--- src/wpe_pkg.sv ---
// wpe_pkg: shared constants, types and helpers of the pixel pulse encoder
// used by every module under src; depends on nothing else
`timescale 1ns / 1ps

package wpe_pkg;

  localparam int unsigned CHAN_W           = 8;
  localparam int unsigned PROD_W           = 2 * CHAN_W;
  localparam int unsigned BITS_PER_PIXEL   = 3 * CHAN_W;
  localparam int unsigned PULSES_PER_PIXEL = BITS_PER_PIXEL + 1;
  localparam int unsigned PULSE_CNT_W      = $clog2(PULSES_PER_PIXEL);

  localparam int unsigned QUEUE_DEPTH = 2;
  localparam int unsigned QUEUE_PTR_W = $clog2(QUEUE_DEPTH);
  localparam int unsigned QUEUE_CNT_W = $clog2(QUEUE_DEPTH + 1);

  localparam int unsigned HIGH_W     = 8;
  localparam int unsigned LOW_W      = 10;
  localparam int unsigned CFG_IDX_W  = 3;
  localparam int unsigned CFG_DATA_W = 10;

  typedef logic [BITS_PER_PIXEL-1:0] pixel_word_t;

  // configuration register indexes
  typedef enum logic [CFG_IDX_W-1:0] {
    REG_BRIGHTNESS   = 3'd0,
    REG_ONE_HIGH     = 3'd1,
    REG_ONE_LOW      = 3'd2,
    REG_ZERO_HIGH    = 3'd3,
    REG_ZERO_LOW     = 3'd4,
    REG_LATCH_LOW    = 3'd5
  } cfg_reg_t;

  // bit timing set handed to the pulse generator
  typedef struct packed {
    logic [HIGH_W-1:0] one_high;
    logic [HIGH_W-1:0] one_low;
    logic [HIGH_W-1:0] zero_high;
    logic [HIGH_W-1:0] zero_low;
    logic [LOW_W-1:0]  latch_low;
  } timing_t;

  typedef enum logic {
    BK_IDLE,
    BK_SEND
  } back_state_t;

  // floor(x / 255) for any product of two 8-bit values
  function automatic logic [CHAN_W-1:0] div255(input logic [PROD_W-1:0] x);
    logic [PROD_W:0] t;
    t = {1'b0, x} + {{(CHAN_W + 1){1'b0}}, x[PROD_W-1:CHAN_W]} + (PROD_W + 1)'(1);
    return t[PROD_W-1:CHAN_W];
  endfunction

endpackage

--- src/wpe_queue.sv ---
// wpe_queue: short queue of scaled pixel words between front and back
// depends on wpe_pkg
`timescale 1ns / 1ps

module wpe_queue
  import wpe_pkg::*;
(
  input  logic                   clk,
  input  logic                   rst,
  input  logic                   push,
  input  pixel_word_t            push_data,
  input  logic                   pop,
  output pixel_word_t            rd_data,
  output logic                   empty,
  output logic [QUEUE_CNT_W-1:0] count
);

  pixel_word_t            entries [QUEUE_DEPTH];
  logic [QUEUE_PTR_W-1:0] wr_ptr;
  logic [QUEUE_PTR_W-1:0] rd_ptr;

  assign rd_data = entries[rd_ptr];
  assign empty   = (count == '0);

  // storage, written at the tail
  always_ff @(posedge clk) begin
    if (push) begin
      entries[wr_ptr] <= push_data;
    end
  end

  // pointers and fill count
  always_ff @(posedge clk) begin
    if (rst) begin
      wr_ptr <= '0;
      rd_ptr <= '0;
      count  <= '0;
    end else begin
      if (push) begin
        wr_ptr <= (wr_ptr == QUEUE_PTR_W'(QUEUE_DEPTH - 1)) ? '0 : wr_ptr + 1'b1;
      end
      if (pop) begin
        rd_ptr <= (rd_ptr == QUEUE_PTR_W'(QUEUE_DEPTH - 1)) ? '0 : rd_ptr + 1'b1;
      end
      if (push && !pop) begin
        count <= count + 1'b1;
      end else if (pop && !push) begin
        count <= count - 1'b1;
      end
    end
  end

  a_no_overflow: assert property (@(posedge clk) disable iff (rst)
    !(push && !pop && (count == QUEUE_CNT_W'(QUEUE_DEPTH))))
    else $error("queue written while full");

  a_no_underflow: assert property (@(posedge clk) disable iff (rst)
    !(pop && empty))
    else $error("queue read while empty");

endmodule

--- src/wpe_front.sv ---
// wpe_front: accepts a pixel, scales each channel by brightness, builds the grb word
// depends on wpe_pkg; feeds wpe_queue
`timescale 1ns / 1ps

module wpe_front
  import wpe_pkg::*;
(
  input  logic                   clk,
  input  logic                   rst,
  input  logic                   start,
  input  logic [CHAN_W-1:0]      red,
  input  logic [CHAN_W-1:0]      green,
  input  logic [CHAN_W-1:0]      blue,
  input  logic [CHAN_W-1:0]      brightness,
  input  logic [QUEUE_CNT_W-1:0] queue_count,
  output logic                   busy,
  output logic                   push,
  output pixel_word_t            push_data
);

  logic                  s1_valid;
  logic [PROD_W-1:0]     prod_r;
  logic [PROD_W-1:0]     prod_g;
  logic [PROD_W-1:0]     prod_b;
  logic [QUEUE_CNT_W:0]  reserved;
  logic                  accept;

  // a pixel in the multiply stage already holds a queue slot
  assign reserved = {1'b0, queue_count} + (QUEUE_CNT_W + 1)'(s1_valid);
  assign busy     = (reserved >= (QUEUE_CNT_W + 1)'(QUEUE_DEPTH));
  assign accept   = start && !busy;

  // multiply stage
  always_ff @(posedge clk) begin
    if (rst) begin
      s1_valid <= 1'b0;
    end else begin
      s1_valid <= accept;
    end
  end

  always_ff @(posedge clk) begin
    if (accept) begin
      prod_r <= PROD_W'(red)   * PROD_W'(brightness);
      prod_g <= PROD_W'(green) * PROD_W'(brightness);
      prod_b <= PROD_W'(blue)  * PROD_W'(brightness);
    end
  end

  // divide by 255 and pack green, red, blue into the queue
  assign push      = s1_valid;
  assign push_data = {div255(prod_g), div255(prod_r), div255(prod_b)};

endmodule

--- src/wpe_back.sv ---
// wpe_back: turns one queued pixel word into 24 bit pulses and a latch pulse
// depends on wpe_pkg; reads wpe_queue
`timescale 1ns / 1ps

module wpe_back
  import wpe_pkg::*;
(
  input  logic              clk,
  input  logic              rst,
  input  timing_t           timing,
  input  logic              queue_empty,
  input  pixel_word_t       queue_data,
  output logic              pop,
  output logic              pulse_valid,
  output logic [HIGH_W-1:0] high_time_us,
  output logic [LOW_W-1:0]  low_time_us,
  output logic              data_bit,
  output logic              is_latch,
  output logic              last
);

  back_state_t             state;
  back_state_t             state_next;
  pixel_word_t             word;
  logic [PULSE_CNT_W-1:0]  cnt;
  logic                    at_end;
  logic                    emit;
  logic [HIGH_W-1:0]       high_next;
  logic [LOW_W-1:0]        low_next;
  logic                    bit_next;

  assign at_end = (cnt == PULSE_CNT_W'(BITS_PER_PIXEL));

  // next state
  always_comb begin
    state_next = state;
    unique case (state)
      BK_IDLE: begin
        if (!queue_empty) state_next = BK_SEND;
      end
      BK_SEND: begin
        if (at_end && queue_empty) state_next = BK_IDLE;
      end
      default: state_next = BK_IDLE;
    endcase
  end

  // outputs of the sequencer
  always_comb begin
    pop  = 1'b0;
    emit = 1'b0;
    unique case (state)
      BK_IDLE: begin
        pop = !queue_empty;
      end
      BK_SEND: begin
        emit = 1'b1;
        pop  = at_end && !queue_empty;
      end
      default: begin
        pop  = 1'b0;
        emit = 1'b0;
      end
    endcase
  end

  // pulse fields for the current bit, msb first
  always_comb begin
    if (at_end) begin
      bit_next  = 1'b0;
      high_next = '0;
      low_next  = timing.latch_low;
    end else if (word[BITS_PER_PIXEL-1]) begin
      bit_next  = 1'b1;
      high_next = timing.one_high;
      low_next  = LOW_W'(timing.one_low);
    end else begin
      bit_next  = 1'b0;
      high_next = timing.zero_high;
      low_next  = LOW_W'(timing.zero_low);
    end
  end

  // sequencer state, bit counter and strobe
  always_ff @(posedge clk) begin
    if (rst) begin
      state       <= BK_IDLE;
      cnt         <= '0;
      pulse_valid <= 1'b0;
    end else begin
      state       <= state_next;
      pulse_valid <= emit;
      if (pop) begin
        cnt <= '0;
      end else if (emit) begin
        cnt <= cnt + 1'b1;
      end
    end
  end

  // shift word and output register
  always_ff @(posedge clk) begin
    if (pop) begin
      word <= queue_data;
    end else if (emit) begin
      word <= word << 1;
    end
    if (emit) begin
      high_time_us <= high_next;
      low_time_us  <= low_next;
      data_bit     <= bit_next;
      is_latch     <= at_end;
      last         <= at_end;
    end
  end

  a_bits_contiguous: assert property (@(posedge clk) disable iff (rst)
    pulse_valid && !is_latch |=> pulse_valid)
    else $error("gap inside a pixel's pulse run");

  a_run_starts_with_bit: assert property (@(posedge clk) disable iff (rst)
    $rose(pulse_valid) |-> !is_latch)
    else $error("pulse run opened with a latch symbol");

endmodule

--- src/ws2812_pixel_pulse_encoder_core.sv ---
// ws2812_pixel_pulse_encoder_core: top level, holds the timing/brightness registers
// start to first pulse strobe: multiply stage, queue, sequencer state, output register
// 25 pulses per pixel; the sequencer sends a queued pixel straight after the latch pulse
// a two-entry queue lets up to two more pixels be taken while a pixel is being sent
// reset: synchronous, clears queue and sequencer and loads the register defaults
// the receiver cannot stall: every pulse is on the ports for exactly one cycle
`timescale 1ns / 1ps

module ws2812_pixel_pulse_encoder_core
  import wpe_pkg::*;
(
  input  logic                  clk,
  input  logic                  rst,
  input  logic                  start,
  output logic                  busy,
  input  logic [CHAN_W-1:0]     red,
  input  logic [CHAN_W-1:0]     green,
  input  logic [CHAN_W-1:0]     blue,
  input  logic                  cfg_valid,
  output logic                  cfg_ready,
  input  logic [CFG_IDX_W-1:0]  cfg_index,
  input  logic [CFG_DATA_W-1:0] cfg_data,
  output logic                  pulse_valid,
  output logic [HIGH_W-1:0]     high_time_us,
  output logic [LOW_W-1:0]      low_time_us,
  output logic                  data_bit,
  output logic                  is_latch,
  output logic                  last
);

  logic [CHAN_W-1:0]      brightness;
  timing_t                timing;
  logic                   push;
  pixel_word_t            push_data;
  logic                   pop;
  pixel_word_t            rd_data;
  logic                   queue_empty;
  logic [QUEUE_CNT_W-1:0] queue_count;

  assign cfg_ready = 1'b1;

  // configuration registers; unknown indexes are dropped
  always_ff @(posedge clk) begin
    if (rst) begin
      brightness       <= CHAN_W'(255);
      timing.one_high  <= HIGH_W'(1);
      timing.one_low   <= HIGH_W'(1);
      timing.zero_high <= HIGH_W'(1);
      timing.zero_low  <= HIGH_W'(2);
      timing.latch_low <= LOW_W'(50);
    end else if (cfg_valid && cfg_ready) begin
      unique case (cfg_index)
        REG_BRIGHTNESS: brightness       <= cfg_data[CHAN_W-1:0];
        REG_ONE_HIGH:   timing.one_high  <= cfg_data[HIGH_W-1:0];
        REG_ONE_LOW:    timing.one_low   <= cfg_data[HIGH_W-1:0];
        REG_ZERO_HIGH:  timing.zero_high <= cfg_data[HIGH_W-1:0];
        REG_ZERO_LOW:   timing.zero_low  <= cfg_data[HIGH_W-1:0];
        REG_LATCH_LOW:  timing.latch_low <= cfg_data[LOW_W-1:0];
        default: ;
      endcase
    end
  end

  // pixel intake and scaling
  wpe_front u_front (
    .clk         (clk),
    .rst         (rst),
    .start       (start),
    .red         (red),
    .green       (green),
    .blue        (blue),
    .brightness  (brightness),
    .queue_count (queue_count),
    .busy        (busy),
    .push        (push),
    .push_data   (push_data)
  );

  // queue between intake and pulse generation
  wpe_queue u_queue (
    .clk       (clk),
    .rst       (rst),
    .push      (push),
    .push_data (push_data),
    .pop       (pop),
    .rd_data   (rd_data),
    .empty     (queue_empty),
    .count     (queue_count)
  );

  // pulse sequencer
  wpe_back u_back (
    .clk          (clk),
    .rst          (rst),
    .timing       (timing),
    .queue_empty  (queue_empty),
    .queue_data   (rd_data),
    .pop          (pop),
    .pulse_valid  (pulse_valid),
    .high_time_us (high_time_us),
    .low_time_us  (low_time_us),
    .data_bit     (data_bit),
    .is_latch     (is_latch),
    .last         (last)
  );

endmodule

--- config.mk ---
export PLATFORM = sky130hd
export DESIGN_NAME = ws2812_pixel_pulse_encoder_core
export DESIGN_NICKNAME = d
export VERILOG_FILES = /design/src/wpe_pkg.sv /design/src/wpe_queue.sv /design/src/wpe_front.sv /design/src/wpe_back.sv /design/src/ws2812_pixel_pulse_encoder_core.sv
export SDC_FILE = /design/constraint.sdc
export NUM_CORES = 1
export LEC_CHECK = 0
export BUFFER_PORTS_ARGS = -buffer_cell sky130_fd_sc_hd__buf_2
export CAP_MARGIN = 20
export CORE_MARGIN = 5
export CORE_UTILIZATION = 35
export CTS_CLUSTER_DIAMETER = 40
export DETAILED_ROUTE_END_ITERATION = 12
export PLACE_DENSITY = 0.46
export SLEW_MARGIN = 20
export SYNTH_ARGS = -nofsm -noshare
export SYNTH_HDL_FRONTEND = slang
export SYNTH_SLANG_ARGS = --single-unit
export TNS_END_PERCENT = 5
--- constraint.sdc ---
create_clock -name clk -period 5.86 [get_ports clk]
set_input_delay 0.586 -clock clk [delete_from_list [all_inputs] [get_ports clk]]
set_output_delay 0.586 -clock clk [all_outputs]
set_load 0.02 [all_outputs]
# After elaboration in Yosys (flattened, before gate mapping)
# Memories as Yosys holds them, arrays and structs flattened. A register that Yosys moved wholly into a read port is not among the register bits.
# Cells that the tools add are included.
# classes
mux	19
reduce_logical	20
addsub	12
eq_ne	6
order_cmp	1
bitwise	1
n_mul	3
# ops
op	count
adder 16 x 1 -> 16 bit, second input constant	3
adder 16 x 8 -> 16 bit	3
multiplier 8 x 8 -> 16 bit	3
2-to-1 mux 24 bit	2
2-to-1 mux 8 bit	2
AND reduction 2 bit	6
2-to-1 mux 1 bit	10
2-to-1 mux 10 bit	1
== test 3 x 2 -> 1 bit, second input constant	2
== test 3 bit, second input constant	2
adder 5 x 1 -> 5 bit, second input constant	1
== test 5 bit, second input constant	1
logical AND 1 bit	5
zero test 1 bit	4
2-to-1 mux 2 bit	2
case mux 1 bit (2 select lines)	2
nonzero test 2 bit	2
adder 2 x 1 -> 3 bit	1
== test 3 x 1 -> 1 bit, second input constant	1
>= comparator 3 x 2 -> 1 bit, second input constant	1
zero test 3 bit	1
adder 1 bit, second input constant	2
adder 2 x 1 -> 2 bit, second input constant	1
zero test 2 bit	1
other kinds (3)	3
# word_totals
word_cells	84
n_memories	1
ram_bits	48
in_bits	41
ff_bits	154
# mem_list
name	depth	width	read_ports	rd_ports_with_merged_regs	wr	line	rtl
u_queue.entries	2	24	1	1	1	wpe_queue.sv:18	pixel_word_t entries [QUEUE_DEPTH];

# Longest topological paths before layout
# Gate-level depths: netlist of run 1.
# depth
depth_word	7
depth_mapped	17
mapped_depth_nobuf	16

# Hierarchy
# A second synthesis of run 1 with hierarchy kept.
# unflattened
cells_unflattened	1382
area_unflattened_um2	15214.6
# modules_own_cells
module	seq_area_each_um2	n_inst	cells_per_inst	area_per_inst_um2
wpe_front	1461.4	1	938	8871.0
wpe_back	1461.4	1	154	2336.0
ws2812_pixel_pulse_encoder_core	1001.0	1	194	2077.0
wpe_queue	1541.5	1	96	1930.6

# Worst setup path after synthesis of run 1
# No wires, ideal clock.
# synth_path
path_type	register to register
startpoint	register brightness[7]
endpoint	register u_front.prod_g[13], data pin
setup_ns	0.262
arrival_ns	4.281
required_ns	5.598
setup_slack_ns	1.317
path_buffers	1
period_less_slack_ns	4.543
stages_incl_launch_ff	16
cell_sequence	dfxtp_1 > clkbuf_1 > nand2_1 > fa_1 > fa_1 > inv_1 > fa_1 > inv_1 > fa_1 > inv_1 > ha_1 > o21ai_0 > a211oi_1 > a2111oi_2 > a21oi_1 > xor2_1
# synth_via
elab_chain_cells	1
# synth_lines
item	line	rtl
start: declaration	ws2812_pixel_pulse_encoder_core.sv:31	logic [CHAN_W-1:0] brightness;
start signal: assignment	ws2812_pixel_pulse_encoder_core.sv:53	REG_BRIGHTNESS: brightness <= cfg_data[CHAN_W-1:0];
multiplier 8 x 8 -> 16 bit	wpe_front.sv:45	prod_g <= PROD_W'(green) * PROD_W'(brightness);
end signal: assignment	wpe_front.sv:45	
end: declaration	wpe_front.sv:23	logic [PROD_W-1:0] prod_g;
# No other way between the ends.
# A chain may end at the register's enable or synchronous reset.

# Worst setup path after layout of run 1
# layout_path
startpoint	register brightness[3]
endpoint	register u_front.prod_g[13], data pin
# Same word-level chain as after synthesis.

==> key figures, run 1 <==
Timing
  • RSZ-0062 raised after global routing: false
  • Fmax: 204 MHz
  • Period minus WS final: 4910 ps
  • Crit share post-route: 83.8%
  • # setup viols final: 0
  • Clock skew: 28.6 ps
  • Least-Margin Pin Slew: 1090 ps
  • Final Hold Fails: 0
  • Max_slew headroom: 27.6%
  • Fin. max-slew vios: 0
  • Setup TNS: 0 ps

Placement
  • Placed Area: 15,300 sq um
  • IO buf count: 63
  • Global placer's final weighted congestion: 0.768
  • Detailed Place HPWL: 22,900 microns

GRT
  • Antenna violations before repair: 0
  • Vias in the first global route: 9,820
  • Global-route wire length before repair: 51,400 microns
  • GRT Total Usage: 13.8%
  • Overflow after GRT: 0
  • Largest net degree at the start of global routing: 64

Die
  • Die Area: 45,400 sq um
  • Die Y: 213 microns
  • Chip width: 213 microns
  • Area of the core: 40,800 sq um
  • FP Rows: 74
  • IO Pins: 65
  • Initial Util: 35.3%

Clocking
  • Postcts setup bufs: 0
  • Clock Pin Slew Worst Setup and Hold Paths: 60 ps
  • # clock sinks: 203
  • Number of H-tree levels: 1
  • Latest clock arrival within the worst-skew pair: 550 ps
  • Clk buf depth: 3
  • CTS tree: built
  • Cts hold-fix bufs: 0
  • PostCTS Resize Cnt: 0
  • CTS Buf Count: 28
  • CTS root buf: clkbuf_16

Cells and area
  • Share of cells above drive strength 1: 9.14%
  • Commonest non-fill, non-tap cell in the layout: nand2_1
  • Final nets: 1,736
  • Seq. cell area: 5470 sq um
  • Layout area overhead: 13.1%
  • Post-route core utilization: 39.9%
  • Filler cells: 4,025
  • Final Cell Area: 16,300 sq um
  • Commonest cells after routing, fill and taps aside: nand2_1, and2_1, inv_1
  • Footprint of the multi-input gates: 8210 sq um

Synthesis
  • Syn Area/Cell: 10.4 sq um
  • Main combinational cell family by area after synthesis: adder cells
  • Post-Synth XOR/XNOR Area: 4.01%
  • Synth cell types: 52
  • Synth warn: 0
  • Ys async rst share: 0%
  • Post-synthesis cell area: 14,400 sq um
  • Syn Inst Count: 1,392
  • Syn nets: 1,673
  • Post-synthesis sequential area ratio: 37.9%
  • Mux contribution to synthesized area: 2.85%
  • Post-synthesis adder-cell area fraction: 26.4%
  • Synth Area in Compound Gates: 6.78%
  • Post-Synth Simple-Gate Area: 16.7%
  • #FFs+latches synth: 203
  • Synth top area cells: edfxtp_1, fa_1, ha_1, dfxtp_1, and2_1
  • Synth top area share: 29.2%
  • Ys flop type: edfxtp_1
  • Yosys top cell by area: edfxtp_1
  • EDFF count, synth: 140

Critical path
  • CP Capture Type: flop
  • Crit path required time: 6140 ps
  • Crit path buffers/inverters: 3
  • Startpoint types: flop
  • Cells along the critical path: nand2_1, fa_1, fa_1, inv_1, fa_1, inv_1, fa_1, inv_1, ha_1, o21ai_0, a211oi_1, a2111oi_2, a21oi_1, xor2_1
  • Slowest cell on the critical path: dfxtp_1
  • Arrival time worst endpoint: 5190 ps
  • Setup Crit Path Kind: reg -> reg
  • Cell count of the worst reg-to-reg path: 14
  • Kind of cell adding the most delay to the critical path: adder cells
  • Crit-path max FO: 25
  • Critical Path Stages: 14
  • Cell mode on critical path: fa_1
  • Largest stage delay, worst path: 860 ps

Routing
  • WL final: 30,400 microns
  • DRT antenna net count: 0
  • Vias per Instance: 4.73
  • Routed WL per cell: 15.1 microns
  • Number of remaining DRC errors: 0
  • Vias: 9,514
  • Iter 0 DRT Violations: 455
  • Drt pass-1 iters: 5

Min path
  • HP Class: in -> reg
  • WHS Path Cells: 3

Pwr
  • Power per cell area: 529 nW/um^2
  • Leakage: 6.93 nW
  • VDD IR max: 202 uV

Flow run
  • Max-cap viol count: 0

Status
  • Status: completed
-- layout make-up --
class | instances | share of cell area, %
Clock buffer | 31 | 4.36
Sequential cell | 203 | 33.5
Tap cell | 532 | 4.08
Clock inverter | 21 | 1.59
Inverter | 155 | 3.57
Multi-Input combinational cell | 990 | 50.3
Timing Repair Buffer | 77 | 2.58
Antenna cell | 1 | 0.0153
-- metrics by stage --
stage,total power (W),cells,hold WS (ps),worst slack (ps)
floorplan,0.00591,1392,432,1320
global placement,0.00697,1957,441,1010
detailed placement,0.00699,1957,444,882
CTS,0.00876,2009,241,860
global route,0.00945,2009,256,532
finish,0.00862,2010,273,948
-- power breakdown --
| part | internal (W) | switching [W] | total [W] | leakage [nW] |
|---|---|---|---|---|
| logic | 0.00187 | 0.00247 | 0.00434 | 4.62 |
| registers | 0.00233 | 0.000242 | 0.00257 | 1.84 |
| clock network | 0.00107 | 0.000647 | 0.00171 | 0.465 |
| total | 0.00527 | 0.00336 | 0.00862 | 6.93 |
-- Yosys cell counts, types with 27 or more instances --
library cell  instances
a21oi_1              93
and2_1              168
clkbuf_1             34
dfxtp_1              63
edfxtp_1            140
fa_1                108
ha_1                132
inv_1               154
mux2i_1              41
nand2_1             168
nor2_1               58
o21ai_0              27
xnor2_1              50
-- layer usage --
layer  track usage (%)  vias up  wire length [microns]
li1                  -     4740                      -
met1              20.4     4629                  15300
met2              22.1      117                  13900
met3              1.37       28                    875
met4              2.82        0                    388
met5                 0        -                      0
-- sequential cells by signal (all words and copies together), names as in the netlist, 2 cells and up, named ones only --
register,flops
u_front.prod_g,16
u_back.word,24
u_back.low_time_us,10
u_back.cnt,5
u_queue.entries,48
u_queue.count,2
timing,42
u_back.high_time_us,8
brightness,8
u_front.prod_r,16
u_front.prod_b,16
-- path summary, 6_finish.rpt --
check                                   start                  to  slack (ps)
worst min register to register      timing[8]           timing[8]         450
worst min-delay path              cfg_data[8]           timing[8]         270
worst max-delay path            brightness[3]  u_front.prod_g[13]         950
worst max register to register  brightness[3]  u_front.prod_g[13]         950
-- worst min-delay path, cell delays in order --
cell and delay, ps:
buf_2 100, nand2_1 50, a21oi_1 50
-- logic make-up (layout without fill, tap and decap cells) --
group           Yosys count  after routing
compound gates          168            168
xor+xnor                 66             66
fa+ha+maj               240            240
buf+inv                 199            284
flops                   203            203
mux                      41             41
other cells               1              2
simple gates            474            474
(Power assumes the default switching activity.)
==> inputs of run 2 (changes only) <==
clock period = 5 ns   (was 5.86 ns; I/O delays follow)
==> run 2 against run 1 <==
Compared with the run above:
- flip-flop and latch count stayed put
- clock power is 35% higher
- count of clock-buffer cells in the layout is 10 higher
- via count is 0.95% higher
- sequential share of layout area is 0.47 points lower
- sequential power is 17% higher
- register-to-register slack worse by 650 ps
- first-iteration DRC count is 12% lower
- clock skew is 2.0 ps higher
- critical path type unchanged
- critical endpoint unchanged
- largest cell class unchanged
- highest routed layer unchanged
==> key figures, run 2 (synthesis gave the netlist of run 1 again) <==
Placement
  • IO buf count: 63
  • Detailed Place HPWL: 23,300 microns
  • Worst slack, placed: 149 ps
  • Placed insts: 1,963
  • Global placer's final weighted congestion: 0.764

Clocking
  • # clock sinks: 203
  • CTS Buf Count: 35
  • CTS root buf: clkbuf_16
  • Postcts setup bufs: 0
  • Clk buf depth: 3
  • Clock Pin Slew Worst Setup and Hold Paths: 50 ps
  • Latest clock arrival within the worst-skew pair: 520 ps
  • CTS tree: built
  • Cts hold-fix bufs: 0
  • Number of H-tree levels: 2

Die
  • IO Pins: 65
  • Die Area: 45,400 sq um
  • Initial Util: 35.3%
  • Area of the core: 40,800 sq um
  • FP Rows: 74
  • Die Y: 213 microns
  • Chip width: 213 microns

Pwr
  • VDD IR max: 219 uV
  • Sw Share: 38.7%
  • Power per cell area: 628 nW/um^2
  • Clock power frac: 22.2%
  • Leakage: 7.05 nW
  • Design Power: 0.0104 W
  • Gate power share: 48.9%
  • Reg power frac: 29.0%
  • Psw: 0.00402 W
  • Internal power: 0.00638 W

Critical path
  • Cells along the critical path: buf_4, and2_1, fa_1, fa_1, fa_1, inv_1, fa_1, inv_1, ha_1, o21ai_0, a211oi_1, a2111oi_2, a21oi_1, xor2_1
  • Arrival time worst endpoint: 4950 ps
  • Crit-path max FO: 10
  • Crit path buffers/inverters: 3
  • CP Capture Type: flop
  • Cell mode on critical path: fa_1
  • FF-to-FF Start: brightness[2]
  • Kind of cell adding the most delay to the critical path: adder cells
  • Crit path launch: brightness[2]
  • Setup Crit Path Kind: reg -> reg
  • Largest stage delay, worst path: 590 ps
  • Crit path required time: 5250 ps
  • Slowest cell on the critical path: dfxtp_1
  • Startpoint types: flop

Cells and area
  • Final nets: 1,749
  • Antenna diode count: 0
  • Commonest non-fill, non-tap cell in the layout: nand2_1
  • Largest register FFs: 48
  • Layout area overhead: 14.8%
  • Top flop regs: u_queue.entries (48), timing (42), u_back.word (24)
  • Layout Cells excl Fill: 2,026
  • Largest reg by FF count: u_queue.entries
  • Share of cells above drive strength 1: 10.1%
  • Commonest cells after routing, fill and taps aside: nand2_1, and2_1, inv_1
  • Post-route core utilization: 40.5%

Routing
  • Routed WL per cell: 15.3 microns
  • Met3 routed WL: 889 microns
  • Drt pass-1 iters: 5
  • DRT antenna net count: 0
  • DR top layer: met4
  • WL final: 31,000 microns
  • Vias per Instance: 4.74
  • Met1 Wirelength: 15,500 microns
  • Number of remaining DRC errors: 0
  • Iter 0 DRT Violations: 402
  • Vias: 9,604
  • Met2 Wirelength: 13,900 microns

Timing
  • # setup viols final: 0
  • Clock skew: 30.7 ps
  • Crit share post-route: 94.0%
  • Setup TNS: 0 ps
  • RSZ-0062 raised after global routing: false
  • Post-layout worst setup margin: 302 ps
  • Least-Margin Pin Slew: 1100 ps
  • Period minus WS final: 4700 ps
  • Max_slew headroom: 26.3%
  • Final Hold Fails: 0
  • Fin. max-slew vios: 0
  • Fmax: 213 MHz

GRT
  • Overflow after GRT: 0
  • Vias in the first global route: 10,049
  • GRT Total Usage: 14.2%
  • Antenna violations before repair: 0
  • Global-route wire length before repair: 52,400 microns
  • Largest net degree at the start of global routing: 64

Min path
  • HP Class: in -> reg
  • Hold path startpoint: cfg_data[8]

Flow run
  • Max-cap viol count: 0

Status
  • Status: completed
[run 2: cell types whose count changed in the layout (fill, tap and decap cells not counted), moves of 2 or more]
cell and delta:
clkinv_2 +3, buf_4 +5, inv_8 +2, clkinv_4 -2, clkbuf_16 +8, clkbuf_1 +2, bufinv_16 -2
[run 2: stage by stage]
stage | hold slack, ps | cell area, sq um
2_1_floorplan | 432 | 14400
3_3_place_gp | 442 | 15400
3_5_place_dp | 446 | 15400
4_1_cts | 199 | 16500
5_1_grt | 221 | 16500
6_report | 227 | 16500
[run 2: power groups by stage]
| stage | Clock (W) | Combinational, W | Sequential, W |
|---|---|---|---|
| global route | 0.00245 | 0.00591 | 0.00307 |
| global placement | 0 | 0.00512 | 0.00305 |
| CTS | 0.00238 | 0.00519 | 0.00302 |
| finish | 0.00230 | 0.00508 | 0.00301 |
| detailed placement | 0 | 0.00514 | 0.00305 |
| floorplan | 0 | 0.00395 | 0.00298 |
[run 2: worst min-delay path: cells and delay by family]
| kind | cells | cell delay [ps] |
|---|---|---|
| compound gates | 1 | 50 |
| simple gates | 1 | 50 |
| buf+inv | 1 | 100 |
[run 2: worst paths after layout]
path | depth (start not counted) | to | slack [ps]
worst max-delay path | 14 | u_front.prod_g[13] | 300
worst min-delay path | 3 | timing[8] | 230
worst max register to register | 14 | u_front.prod_g[13] | 300
worst min register to register | 2 | timing[8] | 450
[run 2: area by class of cell]
class	instances	area, sq um
fill	4090	24300
tap	532	666
inverter	155	582
sequential	203	5470
clock inverter	22	228
timing repair buffer	83	478
multi-input combinational	990	8210
clock buffer	41	920
[run 2: what timing repair did]
item | 4_1_cts | 5_1_grt
hold endpoints to repair | 0 | 0
resized for setup | 0 | 1
endpoints found under the setup margin | 0 | 1
[run 2: routing by layer]
layer / vias up / track usage [%]
met5: - / 0
li1: 4771 / -
met1: 4652 / 20.8
met2: 137 / 22.5
met4: 0 / 4.11
met3: 44 / 1.57
